### config.mk
export PLATFORM = sky130hd
export DESIGN_NAME = ipv4_header_generator_unit
export DESIGN_NICKNAME = d
export VERILOG_FILES = /design/src/hdl/ihg_pkg.sv /design/src/hdl/ipv4_header_generator_unit.sv /design/src/hdl/ihg_build.sv /design/src/hdl/ihg_serial.sv
export SDC_FILE = /design/constraint.sdc
export NUM_CORES = 1
export LEC_CHECK = 0
export ABC_AREA = 1
export BUFFER_PORTS_ARGS = -buffer_cell sky130_fd_sc_hd__buf_2
export CORE_MARGIN = 4
export CORE_UTILIZATION = 25
export DETAILED_ROUTE_END_ITERATION = 7
export HOLD_SLACK_MARGIN = 0.1
export MAX_ROUTING_LAYER = met4
export PLACE_DENSITY = 0.5
export SYNTH_ARGS = -nofsm -noshare
export SYNTH_HDL_FRONTEND = slang
export SYNTH_SLANG_ARGS = --single-unit
export TNS_END_PERCENT = 30
### constraint.sdc
create_clock -name clk -period 20.3 [get_ports clk]
set_clock_uncertainty 0.05 [all_clocks]
set_input_delay 4.06 -clock clk [delete_from_list [all_inputs] [get_ports clk]]
set_output_delay 4.06 -clock clk [all_outputs]
set_load 0.005 [all_outputs]
### src/hdl/ihg_pkg.sv
package ihg_pkg;

    localparam int HDR_WORDS = 5;
    localparam int IDX_W     = 3;
    localparam int CFG_IDX_W = 8;

    localparam logic [IDX_W-1:0] LAST_IDX  = IDX_W'(HDR_WORDS - 1);
    localparam logic [15:0]      HDR_BYTES = 16'd20;
    localparam logic [7:0]       VER_IHL   = 8'h45;
    localparam logic [7:0]       TOS_VAL   = 8'h00;
    localparam logic [15:0]      FRAG_VAL  = 16'h0000;
    localparam logic [7:0]       TTL_RESET = 8'd30;
    localparam logic [15:0]      LEN_MAX   = 16'hFFFF;

    // configuration register indexes
    localparam logic [CFG_IDX_W-1:0] REG_SOURCE_ADDRESS = CFG_IDX_W'(0);
    localparam logic [CFG_IDX_W-1:0] REG_TIME_TO_LIVE   = CFG_IDX_W'(1);

    typedef struct packed {
        logic [15:0] payload_length;
        logic [7:0]  protocol;
        logic [31:0] dest_address;
    } in_item_t;

    typedef struct packed {
        logic [31:0]      header_word;
        logic [IDX_W-1:0] word_index;
        logic             last_word;
        logic             length_overflow;
    } out_item_t;

    // descriptor held in the input register, with its identification
    typedef struct packed {
        in_item_t    item;
        logic [15:0] ident;
    } desc_t;

    typedef struct packed {
        logic [HDR_WORDS-1:0][31:0] words;
        logic                       overflow;
    } hdr_t;

endpackage

### src/hdl/ipv4_header_generator_unit.sv
// Channel  | Dir | Beat              | Handshake
// in       | in  | in_item_t         | in_valid / in_stall
// out      | out | out_item_t        | out_valid / out_stall
// cfg      | in  | index + 32b data  | cfg_valid / cfg_ready (always ready)
//
// Each descriptor yields five header beats on the 32-bit output channel.
// The next descriptor loads as the last beat is taken, so headers run
// back to back unless out_stall holds them. Output beats are registered.
// Input register holds the next descriptor while the current header drains.
// Async active-low reset: source address 0, TTL 30, identification 0.
module ipv4_header_generator_unit (
    input  logic                              clk,
    input  logic                              rst_n,
    input  logic                              in_valid,
    output logic                              in_stall,
    input  ihg_pkg::in_item_t                 in_data,
    output logic                              out_valid,
    input  logic                              out_stall,
    output ihg_pkg::out_item_t                out_data,
    input  logic                              cfg_valid,
    output logic                              cfg_ready,
    input  logic [ihg_pkg::CFG_IDX_W-1:0]     cfg_index,
    input  logic [31:0]                       cfg_data
);
    import ihg_pkg::*;

    logic [31:0] src_reg;
    logic [7:0]  ttl_reg;
    logic [15:0] ident_reg;
    logic        a_valid_reg;
    desc_t       a_reg;
    logic        load_ready;
    logic        in_take;
    hdr_t        hdr;

    assign cfg_ready = 1'b1;
    assign in_stall  = a_valid_reg && !load_ready;
    assign in_take   = in_valid && !in_stall;

    always_ff @(posedge clk or negedge rst_n)
    begin
        if (!rst_n)
        begin
            src_reg <= '0;
            ttl_reg <= TTL_RESET;
        end
        else if (cfg_valid)
        begin
            case (cfg_index)
                REG_SOURCE_ADDRESS: src_reg <= cfg_data;
                REG_TIME_TO_LIVE:   ttl_reg <= cfg_data[7:0];
                default: ;
            endcase
        end
    end

    always_ff @(posedge clk or negedge rst_n)
    begin
        if (!rst_n)
        begin
            a_valid_reg <= 1'b0;
            ident_reg   <= '0;
        end
        else if (in_take)
        begin
            a_valid_reg <= 1'b1;
            ident_reg   <= ident_reg + 16'd1;
        end
        else if (load_ready)
            a_valid_reg <= 1'b0;
    end

    always_ff @(posedge clk)
    begin
        if (in_take)
        begin
            a_reg.item  <= in_data;
            a_reg.ident <= ident_reg;
        end
    end

    ihg_build u_build (
        .desc           (a_reg),
        .source_address (src_reg),
        .time_to_live   (ttl_reg),
        .hdr            (hdr)
    );

    ihg_serial u_serial (
        .clk        (clk),
        .rst_n      (rst_n),
        .load_valid (a_valid_reg),
        .load_ready (load_ready),
        .hdr        (hdr),
        .out_valid  (out_valid),
        .out_stall  (out_stall),
        .out_data   (out_data)
    );

endmodule

### src/hdl/ihg_build.sv
module ihg_build (
    input  ihg_pkg::desc_t  desc,
    input  logic [31:0]     source_address,
    input  logic [7:0]      time_to_live,
    output ihg_pkg::hdr_t   hdr
);
    import ihg_pkg::*;

    logic [16:0] total;
    logic        overflow;
    logic [15:0] total_len;
    logic [18:0] sum;
    logic [16:0] fold1;
    logic [15:0] fold2;
    logic [15:0] checksum;

    always_comb
    begin
        total     = {1'b0, desc.item.payload_length} + {1'b0, HDR_BYTES};
        overflow  = total[16];
        total_len = overflow ? LEN_MAX : total[15:0];

        // ones' complement sum of the header halves, checksum field as zero
        sum = 19'({VER_IHL, TOS_VAL}) + 19'(total_len) + 19'(desc.ident)
            + 19'(FRAG_VAL) + 19'({time_to_live, desc.item.protocol})
            + 19'(source_address[31:16]) + 19'(source_address[15:0])
            + 19'(desc.item.dest_address[31:16])
            + 19'(desc.item.dest_address[15:0]);
        // two end-around carries are enough for these nine terms
        fold1    = {1'b0, sum[15:0]} + 17'(sum[18:16]);
        fold2    = fold1[15:0] + 16'(fold1[16]);
        checksum = ~fold2;

        hdr.words[0] = {VER_IHL, TOS_VAL, total_len};
        hdr.words[1] = {desc.ident, FRAG_VAL};
        hdr.words[2] = {time_to_live, desc.item.protocol, checksum};
        hdr.words[3] = source_address;
        hdr.words[4] = desc.item.dest_address;
        hdr.overflow = overflow;
    end

endmodule

### src/hdl/ihg_serial.sv
module ihg_serial (
    input  logic               clk,
    input  logic               rst_n,
    input  logic               load_valid,
    output logic               load_ready,
    input  ihg_pkg::hdr_t      hdr,
    output logic               out_valid,
    input  logic               out_stall,
    output ihg_pkg::out_item_t out_data
);
    import ihg_pkg::*;

    logic                       busy_reg;
    logic [IDX_W-1:0]           idx_reg;
    logic [HDR_WORDS-1:0][31:0] words_reg;
    logic                       ovf_reg;
    logic                       out_take;
    logic                       is_last;
    logic                       load;

    assign is_last    = (idx_reg == LAST_IDX);
    assign out_take   = busy_reg && !out_stall;
    assign load_ready = !busy_reg || (out_take && is_last);
    assign load       = load_valid && load_ready;

    always_ff @(posedge clk or negedge rst_n)
    begin
        if (!rst_n)
        begin
            busy_reg <= 1'b0;
            idx_reg  <= '0;
        end
        else if (load)
        begin
            busy_reg <= 1'b1;
            idx_reg  <= '0;
        end
        else if (out_take)
        begin
            if (is_last)
                busy_reg <= 1'b0;
            idx_reg <= idx_reg + IDX_W'(1);
        end
    end

    // words shift toward slot 0, which is the beat on the port
    always_ff @(posedge clk)
    begin
        if (load)
        begin
            words_reg <= hdr.words;
            ovf_reg   <= hdr.overflow;
        end
        else if (out_take)
        begin
            for (int i = 0; i < HDR_WORDS - 1; i++)
                words_reg[i] <= words_reg[i+1];
        end
    end

    assign out_valid                = busy_reg;
    assign out_data.header_word     = words_reg[0];
    assign out_data.word_index      = idx_reg;
    assign out_data.last_word       = is_last;
    assign out_data.length_overflow = ovf_reg;

endmodule

==> run metrics, run 1 <==
PortBufs 139; crit-path max FO 11; num ports 141; slowest stage delay, CP 0.51 ns; via-per-instance ratio 4.284; WHS 0.4028 ns; RSZ-0062 raised after global routing no; DRT iter0 DRCs 637; Tightest Pin Transition 0.9434 ns; Worst Hold Launch a_reg[42]; cts hold-fix bufs 0; antenna-violating nets left 0; final core utilization 0.2955; layout cells sized above 1 0.1638; post-CTS sizing 0; TritonCTS Buffers 35; Worst EP arrival 10.21 ns; Critical path origin a_reg[58]; CTS Sinks 294; DRC violations left 0; initial antenna violation count 0; worst r2r path cells 56; Worst-Skew Late Latency 0.56 ns; crit path launch type flop; Die Width 256.9 um; status finished clean; syn_nets 1,764; Rel. slew slack 0.3711; fin crit period 9.977 ns; vias in the first global route 10,750; Main synth FF type edfxtp_1; Post-CTS Setup Repair Bufs 0; EDFF count, synth 201; worst slack at placement 10.31 ns; Final #Nets 1,865; CP most frequent cell nand2_1; Crit. End Element flop; Routed WL per cell 17.16 um; DP HPWL 31,970 um; core area 0.06081 mm2; Distinct cells, synth 42; post-synthesis sequential area ratio 0.5300; Synth Cell Area 0.01549 mm2; crit path max-delay cell type fa_1; worst setup margin 10.32 ns; Critical Path RT 20.53 ns; gp weighted congestion 0.8156; final wirelength 42,240 um; HP Class flop to flop; via count 10,540; Initial Utilization 0.2547; ANT cells 0; fin. max-slew vios 0; CTS Buffer Depth 3; CP endpoint u_serial.words_reg[76]; Layout area overhead 16.01%; max_cap viols 0; WS Path Type flop to flop; synth warn 0; syn_area_per_cell 9.985 um2; pin count of the biggest net entering global routing 134; FF-to-FF Start a_reg[58]; max reg flops 128; setup TNS 0 ns; GRT Total Usage 0.1320; Fin. Hold Viols 0; final setup fails 0; Mapped Cells 1,551; CTS tree done; Final period util 0.4915; Seq cells post-synth 294; Worst-path clk slew 0.06 ns; fmax 100.2 MHz; drt first pass iters 5; die area 0.06600 mm2; H-tree depth 2; number of cell rows 90; R2R setup slack 10.32 ns; Root Driver clkbuf_16; first-pass GRT wire length 65,500 um; filler cell count 6,427; Async SR Flop Fraction 0.2075; r2r endpoint u_serial.words_reg[76]; GR Overflow Total 0; Die H 256.9 um
## worst max-delay path: cells and delay by family (launching register included)
family	cells	cell delay, ns
flops	1	0.42
xor+xnor	2	0.50
simple gates	32	3.93
buf+inv	9	0.89
compound gates	3	0.44
fa+ha+maj	10	3.49
## layout by cell type (no fill, tap or decap), drive strengths merged
cell type	instances
edfxtp	201
xor2	15
o21ai	107
o21bai	3
or2	3
bufinv	1
mux2	20
a21o	1
fa	79
nand3b	2
buf	147
a31oi	15
conb	1
or4	1
nor2	73
clkinv	14
inv	207
dfrtp	57
nand4	9
nor3	5
o21a	2
a21oi	36
clkbuf	48
xnor2	12
dfxtp	32
nand2	448
ha	33
dfstp	4
nor4	3
clkinvlp	2
nand3	98
## worst min path at each step
stage,endpoint,depth (start not counted)
6_report,u_serial.words_reg[154],0
5_1_grt,u_serial.words_reg[154],0
4_1_cts,u_serial.words_reg[154],0
3_5_place_dp,u_serial.words_reg[129],0
3_3_place_gp,u_serial.words_reg[129],0
2_1_floorplan,u_serial.words_reg[128],0
## cells in the mapped netlist, types with 7 or more instances
cell      instances  area, um2
fa_1             79       1582
o21ai_0         104      520.5
clkbuf_1         36      135.1
xnor2_1          12      105.1
buf_4            35      262.8
nand2_2          14      87.58
a21oi_1          36      180.2
inv_1           201      754.5
edfxtp_1        201       6036
buf_1             8      30.03
nor2_2            7      43.79
nand4_1           9      56.30
a31oi_1          15      93.84
nor2_1           62      232.7
ha_1             33      412.9
dfxtp_1          32      640.6
nand2_1         433       1625
nand3_1          92      460.4
dfrtp_1          57       1426
xor2_1           15      131.4
mux2_2           20      225.2
## metrics by stage
step,std cells,area (um2)
floorplan,1551,15490
global placement,2397,16810
detailed placement,2397,16810
CTS,2461,17970
global route,2461,17970
finish,2461,17970
## layout make-up
cell class	instances	area [um2]	share of cell area
sequential	294	8208	0.4568
tap	782	978.4	0.05446
inverter	208	782.0	0.04352
clock buffer	48	1006	0.05599
clock inverter	16	150.1	0.008357
multi-input combinational	966	6075	0.3381
timing repair buffer	147	768.2	0.04276
## metal layers
metal / vias up / routed length [um] / global-route usage
met5: - / 0 / -
met2: 199 / 19050 / 0.2028
met1: 5101 / 20960 / 0.1870
li1: 5194 / - / -
met3: 48 / 1559 / 0.01967
met4: 0 / 669 / 0.02743
## kinds of logic after synthesis
family / share of synthesized area
buffers and inverters: 0.07933
multiplexers: 0.01454
adder cells (fa/ha/maj): 0.1288
XOR/XNOR: 0.01527
flip-flops: 0.5300
other: 0.0002421
AND/OR/NAND/NOR: 0.1764
AO/OA/AOI/OAI: 0.05542
Power of run 1 is left out: the tool's default activity adds up to more than one toggle a clock period on the data nets, which glitch-free logic cannot reach.
==> inputs of run 2 (changes only) <==
- ABC_AREA: 1 -> 0
- PLACE_DENSITY: 0.5 -> 0.52
- clock period: 20.3 -> 8.2 ns (I/O delays scaled with it)
==> run 2 against run 1 <==
  * Synthesized cell count is 18% lower
  * Utilization up 2.4 points
  * Global-route usage is 0.28 points higher
  * Synthesized area fell by 2.6%
  * The flow now finishes with violations (negative setup slack)
  * Non-clock buffer count increased by 126
  * Cell count decreased by 6.5%
  * Largest cell class unchanged
==> run metrics, run 2 <==
Rel. slew slack 0.4182 (+0.04711); post-synthesis sequential area ratio 0.5440 (+0.01402); Worst Hold Launch u_serial.out_data[23]; via count 10,150 (-3.7%); Simple-Gate Fraction of Synth Area 0.1378 (-0.03862); Seq cells post-synth 294 (unchanged); final setup fails 8 (+8); largest cells by area after synthesis edfxtp_1 40%, fa_1 10%, dfrtp_1 9.5%; Logic pwr share 0.627; Mapped Cells 1,277 (-18%); Synth Cell Area 0.01509 mm2 (-2.6%); worst setup margin -0.4703 ns (-10.79 ns); Crit. End Element flop; CTS Buffer Depth 3 (unchanged); Hold Path End u_serial.out_data[23]; GRT Total Usage 0.1348 (+0.002819); die area 0.06435 mm2 (-2.5%); core area 0.05935 mm2 (-2.4%); via-per-instance ratio 4.409 (+2.9%); FF-to-FF Start a_reg[63]; Layout area overhead 25.60%; CP most frequent cell fa_1; syn_nets 1,490 (-16%); status complete, but fails checks; pin count of the biggest net entering global routing 132 (-1.5%); EDFF count, synth 201 (unchanged); Worst EP arrival 8.89 ns (-1.32 ns); PwrDens 519.8 mW/mm2; number of cell rows 89 (-1.1%); TritonCTS Buffers 36 (+2.9%); first-pass GRT wire length 63,800 um (-2.6%); Critical Path RT 8.42 ns (-12.11 ns); layout cells sized above 1 0.3017 (+0.1379); switch share 0.4147; initial antenna violation count 2 (+2); most frequent cells in the layout 235 x nand2_1, 201 x edfxtp_1, 139 x buf_2, 131 x buf_4, 109 x nand3_1; Root Driver clkbuf_16; Synth area leader edfxtp_1; vias in the first global route 10,340 (-3.8%); multiplexer share of the synthesized area 0.03101 (+0.01647); Main synth FF type edfxtp_1; PortBufs 139 (unchanged); final wirelength 42,410 um (+0.39%); Worst-path clk slew 0.06 ns (about the same); Fin. Hold Viols 0 (unchanged); Routed WL per cell 18.42 um (+7.3%); hold depth 2 (+2); largest family of logic cells by synthesized area simple AND/OR/NAND/NOR gates; RSZ-0062 raised after global routing yes; num ports 141 (unchanged); crit path max-delay cell type fa_1; most common cell in the synthesized netlist nand2_1; Die H 253.7 um (-1.3%); Die Width 253.7 um (-1.3%); Worst-Skew Late Latency 0.55 ns (about the same); R2R setup slack -0.47 ns (-10.79 ns); DRC violations left 0 (unchanged); Distinct cells, synth 83 (+98%); slowest stage delay, CP 0.52 ns (about the same); Max VDD drop 0.2985 mV; NetSw 4.086 mW; sequential share of power 0.209; fin crit period 8.670 ns (-1.307 ns); synth warn 0 (unchanged); cts hold-fix bufs 0 (unchanged); commonest non-fill, non-tap cell in the layout nand2_1; Synth top cells by count 240 x nand2_1, 201 x edfxtp_1, 111 x nand3_1, 89 x inv_1, 79 x fa_1; Tightest Pin Transition 0.8727 ns (-0.07066 ns); Final period util 1.057 (+0.5659); crit path launch type flop; clock share of power 0.165; HP Class flop to flop; Adder-Cell Fraction of Synth Area 0.1322 (+0.003407); max_cap viols 0 (unchanged); DRT iter0 DRCs 675 (+6.0%); r2r endpoint u_serial.words_reg[79]; fin. max-slew vios 0 (unchanged); max reg flops 128 (unchanged); crit-path max FO 5 (-6); worst slack at placement -0.7239 ns (-11.03 ns); Initial Utilization 0.2542 (-0.0004805); H-tree depth 2 (unchanged); Final #Nets 1,713 (-8.2%); GR Overflow Total 0 (unchanged); drt first pass iters 5 (unchanged); Yosys top cell area share 0.4000 (+0.01031); post-synthesis xor/xnor area fraction 0.03864 (+0.02337); DP HPWL 30,410 um (-4.9%); post-synthesis compound-gate area fraction 0.06228 (+0.006856); CTS Sinks 294 (unchanged); setup TNS -2.881 ns (-2.881 ns); gp weighted congestion 0.8087 (-0.85%); Async SR Flop Fraction 0.2075 (unchanged); fmax 115.3 MHz (+15%); antenna-violating nets left 0 (unchanged); WHS 0.3997 ns (-0.003103 ns); CTS tree done; WS Path Type flop to flop; cell internal pwr 5.765 mW; failing checks negative setup slack; syn_area_per_cell 11.82 um2 (+18%); Lkg Pwr 7.976 nW; worst r2r path cells 40 (-29%)
[run 2: changes by cell type in the layout (fill, tap and decap cells not counted), moves of 12 or more]
cell / previous run / this run
nand2_1: 432 / 235
nor2_1: 61 / 24
nand3_1: 92 / 109
mux2_2: 20 / 38
a31oi_1: 15 / 2
inv_1: 199 / 86
o21ai_0: 104 / 33
xnor2_1: 12 / 35
nand2_2: 14 / 2
buf_4: 7 / 131
[run 2: final cells by class]
cell class | instances | area [um2]
Fill cell | 6029 | 40400
Sequential cell | 294 | 8208
Multi-Input combinational cell | 806 | 6525
Timing Repair Buffer | 273 | 1722
Clock buffer | 51 | 998.5
Tap cell | 773 | 967.2
Inverter | 89 | 336.6
Clock inverter | 15 | 191.4
Antenna cell | 1 | 2.502
[run 2: stage by stage]
stage / std cells / total power, mW / instance area, um2 / utilization
detailed placement: 2217 / 7.649 / 17320 / 0.2918
floorplan: 1277 / 5.901 / 15210 / -
global route: 2301 / 10.59 / 18950 / 0.3192
finish: 2302 / 9.851 / 18950 / 0.3193
global placement: 2217 / 7.650 / 17320 / 0.2918
CTS: 2292 / 9.734 / 18800 / 0.3167
[run 2: critical path, delay by kind of cell (launching register included)]
family | cells | cell delay (ns)
compound gates | 13 | 2.06
xor+xnor | 2 | 0.34
fa+ha+maj | 8 | 2.89
buf+inv | 5 | 0.49
flops | 1 | 0.35
simple gates | 12 | 2.19
[run 2: timing repair]
| item | CTS | global route |
|---|---|---|
| buffers inserted | 9 | 9 |
| resized for setup | 39 | 20 |
| setup endpoints to repair | 12 | 14 |
| pin swaps | 24 | 22 |
[run 2: worst max path at each step]
stage	from	to	slack [ns]
2_1_floorplan	a_reg[61]	u_serial.words_reg[77]	-0.24
3_3_place_gp	a_reg[61]	u_serial.words_reg[77]	-0.52
3_5_place_dp	a_reg[64]	u_serial.words_reg[77]	-0.72
4_1_cts	a_reg[59]	u_serial.words_reg[77]	-0.43
5_1_grt	a_reg[63]	u_serial.words_reg[79]	-0.88
6_report	a_reg[63]	u_serial.words_reg[79]	-0.47
[run 2: power by group through the flow]
stage / registers (mW) / clock network (mW) / logic [mW]
2_1_floorplan: 2.05 / 0 / 3.85
3_3_place_gp: 2.08 / 0 / 5.57
3_5_place_dp: 2.09 / 0 / 5.56
4_1_cts: 2.06 / 1.68 / 5.99
5_1_grt: 2.09 / 1.74 / 6.76
6_report: 2.06 / 1.62 / 6.17
[run 2: cell families (layout without fill, tap and decap cells)]
group	after synthesis	after routing
flops	294	294
mux	42	42
buf+inv	177	428
compound gates	138	138
fa+ha+maj	112	112
other cells	1	2
simple gates	452	452
xor+xnor	61	61
[run 2: per-layer routing]
| layer | vias to the layer above | share of wire | global-route usage |
|---|---|---|---|
| met5 | - | 0 | - |
| met4 | 0 | 0.022 | 0.03683 |
| met3 | 51 | 0.048 | 0.02303 |
| met2 | 251 | 0.45 | 0.2023 |
| met1 | 5043 | 0.48 | 0.1896 |
| li1 | 4805 | - | - |
No activity file was read; power rests on OpenSTA's default activity.
==> inputs of run 3 (changes only) <==
- GPL_TIMING_DRIVEN: unset -> 0
- PLACE_DENSITY: 0.52 -> 0.5
- clock period: 8.2 -> 10.6 ns (I/O delays scaled with it)
==> run 3 against run 2 <==
  * The flow now finishes without violations
  * Via count up 0.86%
  * Count of clock-buffer cells in the layout down 1
  * Power down 32%
  * Die area unchanged
  * Hold slack worse by 0.0044 ns
  * Critical endpoint is now u_serial.words_reg[77]
  * Highest routed layer unchanged
==> run metrics, run 3 (same netlist as run 2, synthesis figures left out) <==
status finished clean; fin crit period 10.23 ns (+1.560 ns); crit path max-delay cell type or4_4; crit path launch type flop; Die Width 253.7 um (unchanged); core area 0.05935 mm2 (unchanged); final setup fails 0 (-8); fin. max-slew vios 0 (unchanged); Final #Nets 1,679 (-2.0%); die area 0.06435 mm2 (unchanged); final wirelength 44,980 um (+6.1%); most frequent cells in the layout 238 x nand2_1, 201 x edfxtp_1, 139 x buf_2, 111 x nand3_1, 89 x inv_1; area post-placement 0.01687 mm2 (-2.6%); final core utilization 0.3072 (-0.01212); antenna-violating nets left 0 (unchanged); drt first pass iters 5 (unchanged); Tightest Pin Transition 0.9927 ns (+0.1200 ns); TritonCTS Buffers 36 (unchanged); GR Overflow Total 0 (unchanged); H-tree depth 2 (unchanged); GRT Total Usage 0.1427 (+0.007906); DRT iter0 DRCs 868 (+29%); DRC violations left 0 (unchanged); fmax 97.75 MHz (-15%); CTS tree done; slowest stage delay, CP 0.59 ns (+0.07 ns); crit-path max FO 9 (+4); CTS Sinks 294 (unchanged); PwrDens 367.1 mW/mm2 (-29%); Initial Utilization 0.2542 (unchanged); Rel. slew slack 0.3382 (-0.08001); Worst-Skew Late Latency 0.55 ns (about the same); num ports 141 (unchanged); Routed WL per cell 19.84 um (+7.7%); number of cell rows 89 (unchanged); gp weighted congestion 0.8685 (+7.4%); layout cells sized above 1 0.2309 (-0.07078); filler cell count 6,093 (+1.1%); CTS Buffer Depth 3 (unchanged); Critical Path RT 10.97 ns (+2.55 ns); WS Path Type flop to flop; initial antenna violation count 2 (unchanged); Root Driver clkbuf_16; Fin. Hold Viols 0 (unchanged); Worst-path clk slew 0.06 ns (about the same); Lkg Pwr 7.599 nW (-4.7%); Max VDD drop 0.2734 mV (-8.4%); Final Cell Area 0.01823 mm2 (-3.8%); area of the multi-input gates 0.006166 mm2 (-5.5%); Crit. End Element flop; Die H 253.7 um (unchanged); DP HPWL 34,560 um (+14%); first-pass GRT wire length 66,110 um (+3.6%); PortBufs 139 (unchanged); Final period util 0.9651 (-0.09222); pin count of the biggest net entering global routing 60 (-55%); WHS 0.3953 ns (-0.004412 ns); Worst EP arrival 10.60 ns (+1.71 ns); ANT cells 0 (-1); via-per-instance ratio 4.516 (+2.4%); Layout area overhead 20.83%; cts hold-fix bufs 0 (unchanged); via count 10,240 (+0.86%); commonest non-fill, non-tap cell in the layout nand2_1; max reg flops 128 (unchanged); max_cap viols 0 (unchanged); Register Area 0.008208 mm2 (unchanged); vias in the first global route 10,170 (-1.6%); HP Class flop to flop
run 3: cell types whose count changed in the layout (fill, tap and decap cells not counted), moves of 4 or more:
cell      before  now
clkbuf_8       2    7
buf_1          0    6
o21ai_1       13    7
ha_4           7    0
clkbuf_1      12   47
buf_4        131   44
a21oi_1       39   43
ha_1          23   32
o21ai_0       33   40
nor2_1        24   28
run 3: per-layer routing:
layer | routed length (um) | share of wire | global-route usage
met5 | 0 | 0 | -
met1 | 20940 | 0.47 | 0.2022
met4 | 994 | 0.022 | 0.03934
met2 | 20040 | 0.45 | 0.2103
met3 | 3003 | 0.067 | 0.02712
run 3: stage by stage:
step           instances  power (mW)  setup TNS [ns]  worst slack (ns)
2_1_floorplan       1277       4.419               0             1.381
3_3_place_gp        2189       5.164          -2.301           -0.6140
3_5_place_dp        2193       5.233          -3.064           -0.7330
4_1_cts             2261       6.590               0           0.04131
5_1_grt             2267       7.192         -0.1428          -0.07230
6_report            2267       6.693               0            0.3696
run 3: final cells by class:
cell class | count | share of cell area
clock inverters | 16 | 0.008030
repair buffers | 151 | 0.04722
inverters | 89 | 0.01832
well taps | 773 | 0.05305
plain buffers | 88 | 0.02649
clock buffers | 50 | 0.05847
flip-flops and latches | 294 | 0.4502
multi-input cells | 806 | 0.3382
run 3: report_power, final:
part | switching (mW) | leakage, nW | internal, mW
logic | 2.21 | 4.01 | 1.61
registers | 0.125 | 2.99 | 1.49
clock network | 0.503 | 0.591 | 0.755
total | 2.84 | 7.60 | 3.86
run 3: timing repair:
item,CTS,global route
endpoints found under the setup margin,8,7
pin swaps,1,5
buffers inserted,2,6
gates resized for setup,7,14
run 3: critical path: cells and delay by family, from the launching register on:
| family | cells | cell delay, ns |
|---|---|---|
| DFF | 1 | 0.40 |
| AOI/OAI and AO/OA | 8 | 1.44 |
| adders and majority gates | 8 | 3.07 |
| xor gates and xnor gates | 2 | 0.58 |
| and+or+nand+nor | 16 | 4.32 |
| buffers and inverters | 3 | 0.25 |
run 3: worst paths after layout:
path | startpoint | end | slack, ns | cells past startpoint
worst max-delay path | a_reg[58] | u_serial.words_reg[77] | 0.37 | 37
worst min-delay path | ident_reg[12] | a_reg[12] | 0.40 | 0
worst max register to register | a_reg[58] | u_serial.words_reg[77] | 0.37 | 37
worst min register to register | ident_reg[12] | a_reg[12] | 0.40 | 0
max in group asynchronous | rst_n | ttl_reg[1] | 8.53 | 2
min in group asynchronous | rst_n | src_reg[31] | 1.36 | 1
